## config.mk

```make
export PLATFORM = sky130hd
export DESIGN_NAME = grid_footprint_first_fit
export DESIGN_NICKNAME = d
export VERILOG_FILES = /design/src/rtl/gff_pkg.sv /design/src/rtl/grid_footprint_first_fit.sv /design/src/rtl/gff_cell_store.sv /design/src/rtl/gff_cell_unit.sv /design/src/rtl/gff_seq.sv
export SDC_FILE = /design/constraint.sdc
export NUM_CORES = 2
export LEC_CHECK = 0
export BUFFER_PORTS_ARGS = -buffer_cell sky130_fd_sc_hd__buf_2
export CORE_MARGIN = 10
export CORE_UTILIZATION = 40
export CTS_CLUSTER_SIZE = 20
export DETAILED_ROUTE_END_ITERATION = 10
export GPL_TIMING_DRIVEN = 0
export SKIP_LAST_GASP = 1
export SLEW_MARGIN = 5
export SYNTH_ARGS = -nofsm -noshare
export SYNTH_HDL_FRONTEND = slang
export SYNTH_SLANG_ARGS = --single-unit
```

## constraint.sdc

```tcl
create_clock -name clk_i -period 8.3 [get_ports clk_i]
set_input_delay 0.83 -clock clk_i [delete_from_list [all_inputs] [get_ports clk_i]]
set_output_delay 0.83 -clock clk_i [all_outputs]
set_load 0.1 [all_outputs]
```

## src/rtl/gff_pkg.sv

```systemverilog
package gff_pkg;

  localparam int MAX_SIDE   = 16;
  localparam int SIDE_W     = $clog2(MAX_SIDE);
  localparam int CELLS      = MAX_SIDE * MAX_SIDE;
  localparam int ADDR_W     = 2 * SIDE_W;
  localparam int CAT_W      = 4;
  localparam int DIM_W      = 5;
  localparam int EXT_W      = 5;
  localparam int ABS_W      = 6;
  localparam int OP_W       = 3;
  localparam int IN_DATA_W  = 32;
  localparam int OUT_DATA_W = 16;
  localparam int APB_ADDR_W = 4;
  localparam int APB_DATA_W = 32;

  typedef enum logic [OP_W-1:0] {
    OP_CHECK = 3'd0,
    OP_FIND  = 3'd1,
    OP_MARK  = 3'd2,
    OP_CLEAR = 3'd3,
    OP_SET   = 3'd4
  } op_e;

  typedef enum logic [2:0] {
    ST_IDLE,
    ST_FIT,
    ST_EVAL,
    ST_PAINT,
    ST_DONE
  } state_e;

  localparam logic [1:0] REG_COLS   = 2'd0;
  localparam logic [1:0] REG_ROWS   = 2'd1;
  localparam logic [1:0] REG_SINGLE = 2'd2;

  typedef struct packed {
    logic [DIM_W-1:0] cols;
    logic [DIM_W-1:0] rows;
    logic             single;
  } cfg_t;

  typedef struct packed {
    logic [OP_W-1:0]   operation;
    logic [SIDE_W-1:0] start_col;
    logic [SIDE_W-1:0] start_row;
    logic [EXT_W-1:0]  item_width;
    logic [EXT_W-1:0]  item_height;
    logic              vertical;
    logic [CAT_W-1:0]  item_kind;
    logic              skip_occupancy;
    logic [CAT_W-1:0]  cell_kind;
  } item_t;

  typedef struct packed {
    logic              success;
    logic [SIDE_W-1:0] found_col;
    logic [SIDE_W-1:0] found_row;
    logic              found_vertical;
  } res_t;

  typedef struct packed {
    logic              rd_en;
    logic [ADDR_W-1:0] addr;
    logic              occ_we;
    logic              occ_wd;
    logic              cat_we;
    logic [CAT_W-1:0]  cat_wd;
  } mem_req_t;

  typedef struct packed {
    logic             occ;
    logic [CAT_W-1:0] cat;
  } cell_t;

endpackage

```

## src/rtl/grid_footprint_first_fit.sv

```systemverilog
// grid_footprint_first_fit: occupancy and category store for a grid of up to
// 16 x 16 cells, with footprint check, first-fit search and footprint updates.
// slave stream: one transaction is one request, the operation in tuser and
// its operands in tdata; master stream: one result transaction per request.
// apb port: grid columns at 0x0, grid rows at 0x4, single cell mode at 0x8;
// write only while no request is in flight.
// a request is taken only while the sequencer is idle. it walks the covered
// cells one at a time through a single cell compare unit and one read port
// of the cell store: each cell is read, then evaluated; the walk stops at
// the first misfit, and a cell outside the grid fails without a read.
// find: each start cell and orientation is tried in turn, up to
// cols*rows*2 tries; mark and clear write the covered cells one at a time;
// set writes the category of one cell.
// after reset a clearing pass frees every cell and sets every category to
// wildcard, with s_axis_tready low until it ends; reset also loads the
// 8 x 8 grid in multi-cell mode.
// a result waits in the output register while the next request is taken;
// a stalled receiver holds the sequencer at the end of the following request.
module grid_footprint_first_fit import gff_pkg::*; (
  input  logic                  clk_i,
  input  logic                  rst_ni,
  input  logic                  s_axis_tvalid,
  output logic                  s_axis_tready,
  // start_col, start_row, item_width, item_height, vertical, item_kind,
  // skip_occupancy, cell_kind, zero fill
  input  logic [IN_DATA_W-1:0]  s_axis_tdata,
  // operation
  input  logic [OP_W-1:0]       s_axis_tuser,
  output logic                  m_axis_tvalid,
  input  logic                  m_axis_tready,
  // success, found_col, found_row, found_vertical, zero fill
  output logic [OUT_DATA_W-1:0] m_axis_tdata,
  input  logic                  psel,
  input  logic                  penable,
  input  logic                  pwrite,
  input  logic [APB_ADDR_W-1:0] paddr,
  input  logic [APB_DATA_W-1:0] pwdata,
  output logic [APB_DATA_W-1:0] prdata,
  output logic                  pready
);

  logic [DIM_W-1:0] cols_q;
  logic [DIM_W-1:0] rows_q;
  logic             single_q;
  logic             cfg_wr;
  logic [1:0]       reg_idx;
  cfg_t             cfg;
  item_t            item;
  res_t             res;
  logic             res_valid;
  logic             out_free;
  logic             out_load;
  mem_req_t         mem_req;
  cell_t            cell_rd;
  logic             clearing;
  logic             m_valid_q;
  res_t             m_res_q;

  assign pready  = 1'b1;
  assign cfg_wr  = psel && penable && pwrite;
  assign reg_idx = paddr[3:2];

  always_ff @(posedge clk_i or negedge rst_ni) begin
    if (!rst_ni) begin
      cols_q   <= DIM_W'(8);
      rows_q   <= DIM_W'(8);
      single_q <= 1'b0;
    end else if (cfg_wr) begin
      unique case (reg_idx)
        REG_COLS:   cols_q   <= pwdata[DIM_W-1:0];
        REG_ROWS:   rows_q   <= pwdata[DIM_W-1:0];
        REG_SINGLE: single_q <= pwdata[0];
        default:    ;
      endcase
    end
  end

  always_comb begin
    unique case (reg_idx)
      REG_COLS:   prdata = APB_DATA_W'(cols_q);
      REG_ROWS:   prdata = APB_DATA_W'(rows_q);
      REG_SINGLE: prdata = APB_DATA_W'(single_q);
      default:    prdata = '0;
    endcase
  end

  // sizes above the grid side saturate
  assign cfg.cols   = (cols_q > DIM_W'(MAX_SIDE)) ? DIM_W'(MAX_SIDE) : cols_q;
  assign cfg.rows   = (rows_q > DIM_W'(MAX_SIDE)) ? DIM_W'(MAX_SIDE) : rows_q;
  assign cfg.single = single_q;

  assign item.operation      = s_axis_tuser;
  assign item.start_col      = s_axis_tdata[3:0];
  assign item.start_row      = s_axis_tdata[7:4];
  assign item.item_width     = s_axis_tdata[12:8];
  assign item.item_height    = s_axis_tdata[17:13];
  assign item.vertical       = s_axis_tdata[18];
  assign item.item_kind      = s_axis_tdata[22:19];
  assign item.skip_occupancy = s_axis_tdata[23];
  assign item.cell_kind      = s_axis_tdata[27:24];

  gff_seq u_seq (
    .clk_i       (clk_i),
    .rst_ni      (rst_ni),
    .cfg_i       (cfg),
    .clearing_i  (clearing),
    .in_valid_i  (s_axis_tvalid),
    .in_item_i   (item),
    .in_ready_o  (s_axis_tready),
    .out_free_i  (out_free),
    .res_valid_o (res_valid),
    .res_o       (res),
    .req_o       (mem_req),
    .cell_i      (cell_rd)
  );

  gff_cell_store u_store (
    .clk_i      (clk_i),
    .rst_ni     (rst_ni),
    .req_i      (mem_req),
    .clearing_o (clearing),
    .cell_o     (cell_rd)
  );

  assign out_free = !m_valid_q || m_axis_tready;
  assign out_load = res_valid && out_free;

  always_ff @(posedge clk_i or negedge rst_ni) begin
    if (!rst_ni) begin
      m_valid_q <= 1'b0;
    end else if (out_load) begin
      m_valid_q <= 1'b1;
    end else if (m_axis_tready) begin
      m_valid_q <= 1'b0;
    end
  end

  always_ff @(posedge clk_i) begin
    if (out_load) begin
      m_res_q <= res;
    end
  end

  assign m_axis_tvalid = m_valid_q;
  assign m_axis_tdata  = {(OUT_DATA_W - $bits(res_t))'(0), m_res_q.found_vertical,
                          m_res_q.found_row, m_res_q.found_col, m_res_q.success};

endmodule

```

## src/rtl/gff_cell_store.sv

```systemverilog
module gff_cell_store import gff_pkg::*; (
  input  logic     clk_i,
  input  logic     rst_ni,
  input  mem_req_t req_i,
  output logic     clearing_o,
  output cell_t    cell_o
);

  logic              occ_mem [CELLS];
  logic [CAT_W-1:0]  cat_mem [CELLS];
  logic              occ_q;
  logic [CAT_W-1:0]  cat_q;
  logic [ADDR_W-1:0] clr_addr_q;
  logic              clr_busy_q;

  // clearing pass after reset: one entry per cycle back to free and wildcard
  always_ff @(posedge clk_i or negedge rst_ni) begin
    if (!rst_ni) begin
      clr_addr_q <= '0;
      clr_busy_q <= 1'b1;
    end else if (clr_busy_q) begin
      clr_addr_q <= ADDR_W'(clr_addr_q + 1'b1);
      if (clr_addr_q == ADDR_W'(CELLS - 1)) begin
        clr_busy_q <= 1'b0;
      end
    end
  end

  always_ff @(posedge clk_i) begin
    if (clr_busy_q) begin
      occ_mem[clr_addr_q] <= 1'b0;
      cat_mem[clr_addr_q] <= '0;
    end else begin
      if (req_i.occ_we) begin
        occ_mem[req_i.addr] <= req_i.occ_wd;
      end
      if (req_i.cat_we) begin
        cat_mem[req_i.addr] <= req_i.cat_wd;
      end
    end
    if (req_i.rd_en) begin
      occ_q <= occ_mem[req_i.addr];
      cat_q <= cat_mem[req_i.addr];
    end
  end

  assign clearing_o = clr_busy_q;
  assign cell_o.occ = occ_q;
  assign cell_o.cat = cat_q;

endmodule

```

## src/rtl/gff_cell_unit.sv

```systemverilog
module gff_cell_unit import gff_pkg::*; (
  input  logic [DIM_W-1:0]  cols_i,
  input  logic [DIM_W-1:0]  rows_i,
  input  logic [ABS_W-1:0]  col_i,
  input  logic [ABS_W-1:0]  row_i,
  input  cell_t             cell_i,
  input  logic [CAT_W-1:0]  kind_i,
  input  logic              skip_i,
  output logic              inside_o,
  output logic [ADDR_W-1:0] addr_o,
  output logic              fit_o
);

  assign inside_o = (col_i < ABS_W'(cols_i)) && (row_i < ABS_W'(rows_i));
  // column-major layout: column in the upper address bits
  assign addr_o   = {col_i[SIDE_W-1:0], row_i[SIDE_W-1:0]};
  assign fit_o    = (skip_i || !cell_i.occ) && ((cell_i.cat == '0) || (cell_i.cat == kind_i));

endmodule

```

## src/rtl/gff_seq.sv

```systemverilog
module gff_seq import gff_pkg::*; (
  input  logic     clk_i,
  input  logic     rst_ni,
  input  cfg_t     cfg_i,
  input  logic     clearing_i,
  input  logic     in_valid_i,
  input  item_t    in_item_i,
  output logic     in_ready_o,
  input  logic     out_free_i,
  output logic     res_valid_o,
  output res_t     res_o,
  output mem_req_t req_o,
  input  cell_t    cell_i
);

  state_e            state_q, state_d;
  item_t             item_q, item_d;
  logic [SIDE_W-1:0] bc_q, bc_d;
  logic [SIDE_W-1:0] br_q, br_d;
  logic              orient_q, orient_d;
  logic [EXT_W-1:0]  dc_q, dc_d;
  logic [EXT_W-1:0]  dr_q, dr_d;
  res_t              res_q, res_d;

  logic              is_find, is_set, in_find, grid_empty, take;
  logic [EXT_W-1:0]  spc, spr;
  logic              span_zero, row_wrap, last_cell;
  logic              more_row, more_col, more;
  logic [ABS_W-1:0]  abs_col, abs_row;
  logic              in_grid, fit, skip_eff;
  logic [ADDR_W-1:0] addr;
  logic              fp_pass, fp_fail;

  assign is_find    = item_q.operation == OP_FIND;
  assign is_set     = item_q.operation == OP_SET;
  assign in_find    = in_item_i.operation == OP_FIND;
  assign grid_empty = (cfg_i.cols == '0) || (cfg_i.rows == '0);
  assign skip_eff   = item_q.skip_occupancy && (item_q.operation == OP_CHECK);
  assign take       = in_valid_i && !clearing_i;

  always_comb begin
    if (cfg_i.single || is_set) begin
      spc = EXT_W'(1);
      spr = EXT_W'(1);
    end else if (orient_q) begin
      spc = item_q.item_height;
      spr = item_q.item_width;
    end else begin
      spc = item_q.item_width;
      spr = item_q.item_height;
    end
  end

  assign span_zero = (spc == '0) || (spr == '0);
  assign row_wrap  = EXT_W'(dr_q + 1'b1) == spr;
  assign last_cell = row_wrap && (EXT_W'(dc_q + 1'b1) == spc);
  assign more_row  = (DIM_W'(br_q) + DIM_W'(1)) < cfg_i.rows;
  assign more_col  = (DIM_W'(bc_q) + DIM_W'(1)) < cfg_i.cols;
  assign more      = !orient_q || more_row || more_col;

  assign abs_col = ABS_W'(bc_q) + ABS_W'(dc_q);
  assign abs_row = ABS_W'(br_q) + ABS_W'(dr_q);

  gff_cell_unit u_unit (
    .cols_i   (cfg_i.cols),
    .rows_i   (cfg_i.rows),
    .col_i    (abs_col),
    .row_i    (abs_row),
    .cell_i   (cell_i),
    .kind_i   (item_q.item_kind),
    .skip_i   (skip_eff),
    .inside_o (in_grid),
    .addr_o   (addr),
    .fit_o    (fit)
  );

  // an empty footprint fits at once; a cell outside the grid fails without a read
  assign fp_pass = ((state_q == ST_FIT) && span_zero) ||
                   ((state_q == ST_EVAL) && fit && last_cell);
  assign fp_fail = ((state_q == ST_FIT) && !span_zero && !in_grid) ||
                   ((state_q == ST_EVAL) && !fit);

  // next state
  always_comb begin
    state_d = state_q;
    unique case (state_q)
      ST_IDLE: begin
        if (take) begin
          unique case (in_item_i.operation)
            OP_CHECK:                 state_d = ST_FIT;
            OP_FIND:                  state_d = grid_empty ? ST_DONE : ST_FIT;
            OP_MARK, OP_CLEAR, OP_SET: state_d = ST_PAINT;
            default:                  state_d = ST_DONE;
          endcase
        end
      end
      ST_FIT, ST_EVAL: begin
        if (fp_pass) begin
          state_d = ST_DONE;
        end else if (fp_fail) begin
          state_d = (is_find && more) ? ST_FIT : ST_DONE;
        end else if (state_q == ST_FIT) begin
          state_d = ST_EVAL;
        end else begin
          state_d = ST_FIT;
        end
      end
      ST_PAINT: begin
        if (span_zero || last_cell) begin
          state_d = ST_DONE;
        end
      end
      ST_DONE: begin
        if (out_free_i) begin
          state_d = ST_IDLE;
        end
      end
      default: state_d = ST_IDLE;
    endcase
  end

  // outputs
  always_comb begin
    in_ready_o  = 1'b0;
    res_valid_o = 1'b0;
    req_o       = '0;
    req_o.addr  = addr;
    unique case (state_q)
      ST_IDLE: in_ready_o = !clearing_i;
      ST_FIT:  req_o.rd_en = !span_zero && in_grid;
      ST_EVAL: ;
      ST_PAINT: begin
        if (!span_zero && in_grid) begin
          if (is_set) begin
            req_o.cat_we = 1'b1;
            req_o.cat_wd = item_q.cell_kind;
          end else begin
            req_o.occ_we = 1'b1;
            req_o.occ_wd = item_q.operation == OP_MARK;
          end
        end
      end
      ST_DONE: res_valid_o = 1'b1;
      default: ;
    endcase
  end

  // counters and operands
  always_comb begin
    item_d   = item_q;
    bc_d     = bc_q;
    br_d     = br_q;
    orient_d = orient_q;
    dc_d     = dc_q;
    dr_d     = dr_q;
    res_d    = res_q;
    unique case (state_q)
      ST_IDLE: begin
        if (take) begin
          item_d   = in_item_i;
          bc_d     = in_find ? '0 : in_item_i.start_col;
          br_d     = in_find ? '0 : in_item_i.start_row;
          orient_d = in_find ? 1'b0 : in_item_i.vertical;
          dc_d     = '0;
          dr_d     = '0;
          res_d    = '0;
          // empty grid: only an empty footprint in multi-cell mode is reported, at the origin
          if (in_find && grid_empty) begin
            res_d.success = ((in_item_i.item_width == '0) || (in_item_i.item_height == '0)) &&
                            !cfg_i.single;
          end
        end
      end
      ST_FIT, ST_EVAL: begin
        if (fp_pass) begin
          res_d.success = 1'b1;
          if (is_find) begin
            res_d.found_col      = bc_q;
            res_d.found_row      = br_q;
            res_d.found_vertical = orient_q;
          end
        end else if (fp_fail) begin
          if (is_find && more) begin
            dc_d = '0;
            dr_d = '0;
            if (!orient_q) begin
              orient_d = 1'b1;
            end else begin
              orient_d = 1'b0;
              if (more_row) begin
                br_d = SIDE_W'(br_q + 1'b1);
              end else begin
                br_d = '0;
                bc_d = SIDE_W'(bc_q + 1'b1);
              end
            end
          end else begin
            res_d = '0;
          end
        end else if (state_q == ST_EVAL) begin
          if (row_wrap) begin
            dr_d = '0;
            dc_d = EXT_W'(dc_q + 1'b1);
          end else begin
            dr_d = EXT_W'(dr_q + 1'b1);
          end
        end
      end
      ST_PAINT: begin
        res_d.success = 1'b1;
        if (!(span_zero || last_cell)) begin
          if (row_wrap) begin
            dr_d = '0;
            dc_d = EXT_W'(dc_q + 1'b1);
          end else begin
            dr_d = EXT_W'(dr_q + 1'b1);
          end
        end
      end
      ST_DONE: ;
      default: ;
    endcase
  end

  always_ff @(posedge clk_i or negedge rst_ni) begin
    if (!rst_ni) begin
      state_q <= ST_IDLE;
    end else begin
      state_q <= state_d;
    end
  end

  always_ff @(posedge clk_i) begin
    item_q   <= item_d;
    bc_q     <= bc_d;
    br_q     <= br_d;
    orient_q <= orient_d;
    dc_q     <= dc_d;
    dr_q     <= dr_d;
    res_q    <= res_d;
  end

  assign res_o = res_q;

endmodule

```

Word-level counts from Yosys, hierarchy flattened
Memories as Yosys holds them, arrays and structs flattened. A register that Yosys moved wholly into a read port is not among the register bits.
Index checks and enable logic that the tools add are counted.

storage, ports and cells
  memories kept = 2
  word-level logic and storage cells = 228
  input port bits = 78
  flip-flop bits (word level) = 85
  RAM bits = 1,280

memory list
  name             words  bits a word  rd ports  clocked after memory_dff  wr ports  RTL line              source
  u_store.cat_mem  256    4            1         1                         1         gff_cell_store.sv:10  logic [CAT_W-1:0] cat_mem [CELLS];
  u_store.occ_mem  256    1            1         1                         1         gff_cell_store.sv:9   logic occ_mem [CELLS];

cells by class
  eq/ne operators = 31
  reduce and logical (&&, ||, !) cells = 67
  magnitude comparators = 6
  add/sub/neg operators = 9
  muxes and demuxes = 87

operators with widths
  kind                                                              number
  5-bit 2-to-1 mux                                                  19
  4-bit 2-to-1 mux                                                  15
  5-bit case mux with 3 select lines                                3
  10-bit 2-to-1 mux                                                 4
  5-bit zero test                                                   6
  1-bit 2-to-1 mux                                                  25
  3-bit 2-to-1 mux                                                  7
  1-bit logical AND                                                 18
  9-bit case mux with 2 select lines                                1
  8-bit 2-to-1 mux                                                  2
  4-bit case mux with 2 select lines                                2
  3-bit by 2-bit == test with 1-bit output (second input constant)  5
  7-bit 2-to-1 mux                                                  2
  4-bit by 5-bit adder with 6-bit output                            2
  1-bit logical OR                                                  12
  6-bit by 5-bit < comparator with 1-bit output                     2
  3-bit case mux with 4 select lines                                1
  6-bit AND reduction                                               2
  4-bit by 1-bit adder with 5-bit output (second input constant)    2
  5-bit by 1-bit adder with 5-bit output (second input constant)    2
  5-bit == test                                                     2
  5-bit > comparator (second input constant)                        2
  5-bit < comparator                                                2
  2-bit by 1-bit != test with 1-bit output (second input constant)  5
  other kinds (32)                                                  57

Depth between registers and ports, before layout
  depth after elaboration = 14
  mapped depth = 16
  depth with buffers taken out = 14

Modules after synthesis
A second synthesis with hierarchy kept.

unflattened totals
  cell total of the unflattened synthesis = 3,425
  area total of the unflattened synthesis = 57,699.1 µm²

by module, submodules not included
  module                    area each (µm²)  times used  cells each
  gff_cell_store            52,475.3         1           2,924
  gff_seq                   3,664.8          1           357
  grid_footprint_first_fit  1,221.2          1           100
  gff_cell_unit             337.8            1           44

Least setup slack after synthesis
No wires, ideal clock.

  path kind = register -> register
  start point = register u_seq.dr_q[0]
  end point = memory u_store.cat_mem[0][0], data pin
  setup slack = 502 ps
  stages on the path, launching flop included = 16
  clock period less this slack = 7,798 ps
  arrival time = 6,925 ps
  library setup time = 873 ps
  cell sequence = edfxtp_1 ha_1 fa_1 xnor2_1 inv_1 clkbuf_1 ha_1 o21ai_0 o21bai_1 o211ai_1 a21boi_0 nand4b_2 nor4_4 buf_4 buf_2 and2_1

on the way
  longest elaborated chain between the ends = 11

RTL lines
  item                                             RTL line              source
  start, declared                                  gff_seq.sv:22         logic [EXT_W-1:0] dr_q, dr_d;
  start signal, assigned                           gff_seq.sv:239        dr_q <= dr_d;
  4-bit by 5-bit adder with 6-bit output *         gff_seq.sv:62         assign abs_row = ABS_W'(br_q) + ABS_W'(dr_q);
  6-bit by 5-bit < comparator with 1-bit output *  gff_cell_unit.sv:14   assign inside_o = (col_i < ABS_W'(cols_i)) && (row_i < ABS_W'(rows_i));
  1-bit logical AND *                              gff_cell_unit.sv:14
  1-bit logical AND *                              gff_seq.sv:133        if (!span_zero && in_grid) begin
  7-bit 2-to-1 mux *                               gff_seq.sv:133
  7-bit 2-to-1 mux *                               gff_seq.sv:128        unique case (state_q)
  1-bit 2-to-1 mux                                 gff_cell_store.sv:37  if (req_i.cat_we) begin
  1-bit 2-to-1 mux                                 gff_cell_store.sv:30  if (clr_busy_q) begin
  1-bit 2-to-1 mux (implied by the code)           gff_cell_store.sv:38  cat_mem[req_i.addr] <= req_i.cat_wd;
  4-bit OR reduction (no source line)              -
  4-bit 2-to-1 mux (no source line) *              -
  end, declared                                    gff_cell_store.sv:10

Mark *: on every way between the ends. The rest lies on a longest branch, timed or not.

Worst setup path after layout
  start point = register u_seq.dr_q[0]
  end point = memory u_store.cat_mem[155][3] (enable)

on the way
  longest elaborated chain between the ends = 11
  elaborated cells on any way between the ends = 12
  classes of those cells = add/sub: 1; order compare: 1; mux: 7; reduce/logical: 3

RTL lines
  item                                                                   RTL line
  4-bit by 5-bit adder with 6-bit output *                               gff_seq.sv:62
  6-bit by 5-bit < comparator with 1-bit output                          gff_cell_unit.sv:14
  1-bit logical AND                                                      gff_cell_unit.sv:14
  1-bit logical AND                                                      gff_seq.sv:133
  7-bit 2-to-1 mux                                                       gff_seq.sv:133
  7-bit 2-to-1 mux                                                       gff_seq.sv:128
  1-bit 2-to-1 mux                                                       gff_cell_store.sv:37
  1-bit 2-to-1 mux                                                       gff_cell_store.sv:30
  1-bit 2-to-1 mux (implied by the code)                                 gff_cell_store.sv:38
  4-bit OR reduction (no source line)                                    -
  8-bit 2-to-1 mux (no source line) or 1-bit 2-to-1 mux (tied branches)  -

Marks and branches as above.

==> impl_results.md <==
- Outcome: complete, no violations
- Synthesized area per cell: 17.2 sq um
- Cts hold-fix bufs: 0
- Initial antenna violation count: 4
- Full die area: 0.161 sq mm
- Worst setup path category: reg2reg
- Vias in the first global route: 34200
- CP top delay family: buffers and inverters
- Placer Congestion: 0.977
- Worst path required time: 8.69 ns
- Max-slew headroom: 2.36%
- Final antenna-violating net count: 0
- Largest net degree at the start of global routing: 94
- Worst hold margin: 0.120 ns
- Area Growth Syn to Fin: 13.6%
- Clk_skew: 0.0440 ns
- Clk pwr share: 26.1%
- Resize count post-CTS: 0
- Share of post-route cells with drive strength above 1: 21.2%
- Post-Place Cells: 5404
- H-tree depth: 4
- Clock transition at path regs: 0.07 ns
- Final slew viol count: 0
- Largest cells by area after synthesis: edfxtp_1 69%, mux4_2 14%, o22ai_1 2.8%, nor2_1 2.3%, nand2_1 1.6%
- Critical Path Fanout Max: 10
- Fill cell count: 12300
- Worst setup margin: 0.163 ns
- Layout Utilization: 45.9%
- Core region area: 0.144 sq mm
- Gr usage total: 21.2%
- Pwr dens: 369 mW/mm^2
- Switching Fraction: 40.9%
- DRT Wirelength: 175000 microns
- CP Launch Type: register
- Tightest Pin Transition: 1.46 ns
- Sequential fraction of the synthesis area: 70.4%
- Yosys warns: 0
- Maximum vdd drop: 0.333 mV
- Post-Syn Instances: 3391
- Die width: 402 microns
- FMAX: 123 MHz
- Most common cell on crit path: clkbuf_1
- Fin crit share: 98.0%
- Post-Synthesis Cell Area: 0.0583 sq mm
- Yosys cell types: 75
- Most frequent cell after synthesis: edfxtp_1
- Final setup fails: 0
- Post-synth EDFFs: 1346
- Place WS: 0.472 ns
- Pint: 14.4 mW
- CP max-delay cell: clkbuf_1
- HP Class: in2async
- Switch Pwr: 9.98 mW
- Clock Latency Late Sink: 0.76 ns
- WL/cell: 30.8 microns
- Root buffer cell: clkbuf_16
- Total gr overflow: 0
- Yosys reg bits: 1370
- Starting density of the core: 40.4%
- # Post-CTS Setup Buffers: 0
- CTS Buffer Depth: 3
- Worst-path cell chain: ha_1 -> fa_1 -> clkbuf_1 -> buf_2 -> buf_1 -> clkbuf_1 -> nand2_1 -> nor2_1 -> a21oi_1 -> clkbuf_1 -> nor2_1
- Vias/cell: 6.10
- CP Capture Type: register
- DRC: 0
- Share of the synthesized area in the top cell type: 69.4%
- Max Cap Viol: 0
- Crit path time final: 8.14 ns
- Total placed instance area: 0.0616 sq mm
- Clk sinks: 1370
- Tot Pwr: 24.4 mW
- Worst path buffer plus inverter count: 5
- Cell taking the most area after synthesis: edfxtp_1
- CP arrival: 8.53 ns
- Hold Vio Cnt, Final: 0
- Die Ht: 402 microns
- CTS tree: built
- Top Ports: 129
- RSZ-0062 raised after global routing: no
- Post-synth top cells: 1346 x edfxtp_1, 364 x mux4_2, 359 x nor2_1, 260 x o22ai_1, 247 x nand2_1
- Via count: 34500
- CTS Buf Count: 145
- Final instance area: 0.0662 sq mm
- Setup TNS: 0 ns
- Nets@finish: 3756
- Row cnt: 139
- IO buf count: 59
- Layout Cells excl Fill: 5662
- Static leakage: 17.5 nW
- First-pass GRT wire length: 249000 microns
- Async set or reset register ratio after synthesis: 1.75%
- R2r worst-path depth: 11
- Synth Flop Type: edfxtp_1
- DRT Pass-1 Iters: 6
- Initial DRC Count: 4967
- HPWL Detailed: 120000 microns
- Comb pwr share: 41.8%
- Slowest cell delay on critical path: 1.07 ns
- Sequential power share: 32.2%
- Critical path depth: 11
## cells by family after synthesis
logic type	synth area share, %
buf+inv	2.21
flops	70.4
fa+ha+maj	0.670
mux	15.4
other cells	0.0129
compound gates	4.77
xor+xnor	0.631
simple gates	5.93
## area by class of cell
| cell class | instances | area, sq um | share of cell area, % |
|---|---|---|---|
| clock inverter | 77 | 800 | 1.21 |
| antenna | 1 | 2.50 | 0.00378 |
| inverter | 17 | 63.8 | 0.0964 |
| tap | 1903 | 2380 | 3.60 |
| sequential | 1370 | 41000 | 62.0 |
| timing repair buffer | 78 | 729 | 1.10 |
| clock buffer | 180 | 3810 | 5.76 |
| multi-input combinational | 1768 | 16100 | 24.4 |
| buffer | 268 | 1230 | 1.86 |
## power by group through the flow
stage                     combinational, mW  clock (mW)  sequential [mW]
after floorplan                        5.84           0             8.04
after global placement                 9.92           0             8.00
after detailed placement               10.0           0             8.00
after CTS                              10.0        6.42             7.85
after global routing                   10.5        6.71             7.86
final                                  10.2        6.36             7.85
## state kept, by name, summed over array words and instances, names as in the netlist, 3 cells and up
signal	flops
u_seq.item_q	22
u_seq.bc_q	4
u_seq.state_q	3
u_store.occ_mem	256
m_axis_tdata	10
u_seq.dr_q	5
u_seq.res_o	10
cols_q	5
rows_q	5
u_store.cat_q	4
u_seq.br_q	4
u_store.cat_mem	1024
u_seq.dc_q	5
u_store.clr_addr_q	8
## worst paths after layout
| check | startpoint | endpoint | slack (ns) |
|---|---|---|---|
| worst max-delay path | u_seq.dr_q[0] | u_store.cat_mem[155][3] | 0.16 |
| worst min-delay path | rst_ni | u_store.clr_addr_q[5] | 0.12 |
| worst max register to register | u_seq.dr_q[0] | u_store.cat_mem[155][3] | 0.16 |
| worst min register to register | u_seq.res_o[6] | m_axis_tdata[2] | 0.41 |
| max in group asynchronous | rst_ni | m_axis_tvalid | 7.73 |
| min in group clk_i | s_axis_tdata[22] | u_seq.item_q[8] | 0.26 |
## routing by layer
metal  global-route usage (%)  wire length [microns]  vias up
li1                         -                      -    14200
met1                     28.6                  68000    17800
met2                     32.8                  80300     2160
met3                     5.09                  18500      411
met4                     8.65                   7770        0
met5                        0                      0        -
## cell usage in the layout, fill, tap and decap left out, types with 13 or more instances in the layout
master	count
a21oi_1	34
a31oi_1	18
a32oi_1	14
buf_1	14
buf_16	14
buf_2	117
buf_4	39
clkbuf_1	182
clkbuf_16	147
clkinv_1	24
clkinv_2	26
conb_1	34
dfrtp_1	21
edfxtp_1	1346
ha_1	28
inv_1	15
mux2_2	20
mux2i_1	51
mux4_2	364
nand2_1	247
nand2b_1	13
nand3_1	60
nand4_1	18
nor2_1	358
nor3_1	25
o21ai_0	30
o22ai_1	260
xnor2_1	21
xor2_1	13
No activity file was read; power rests on OpenSTA's default activity.
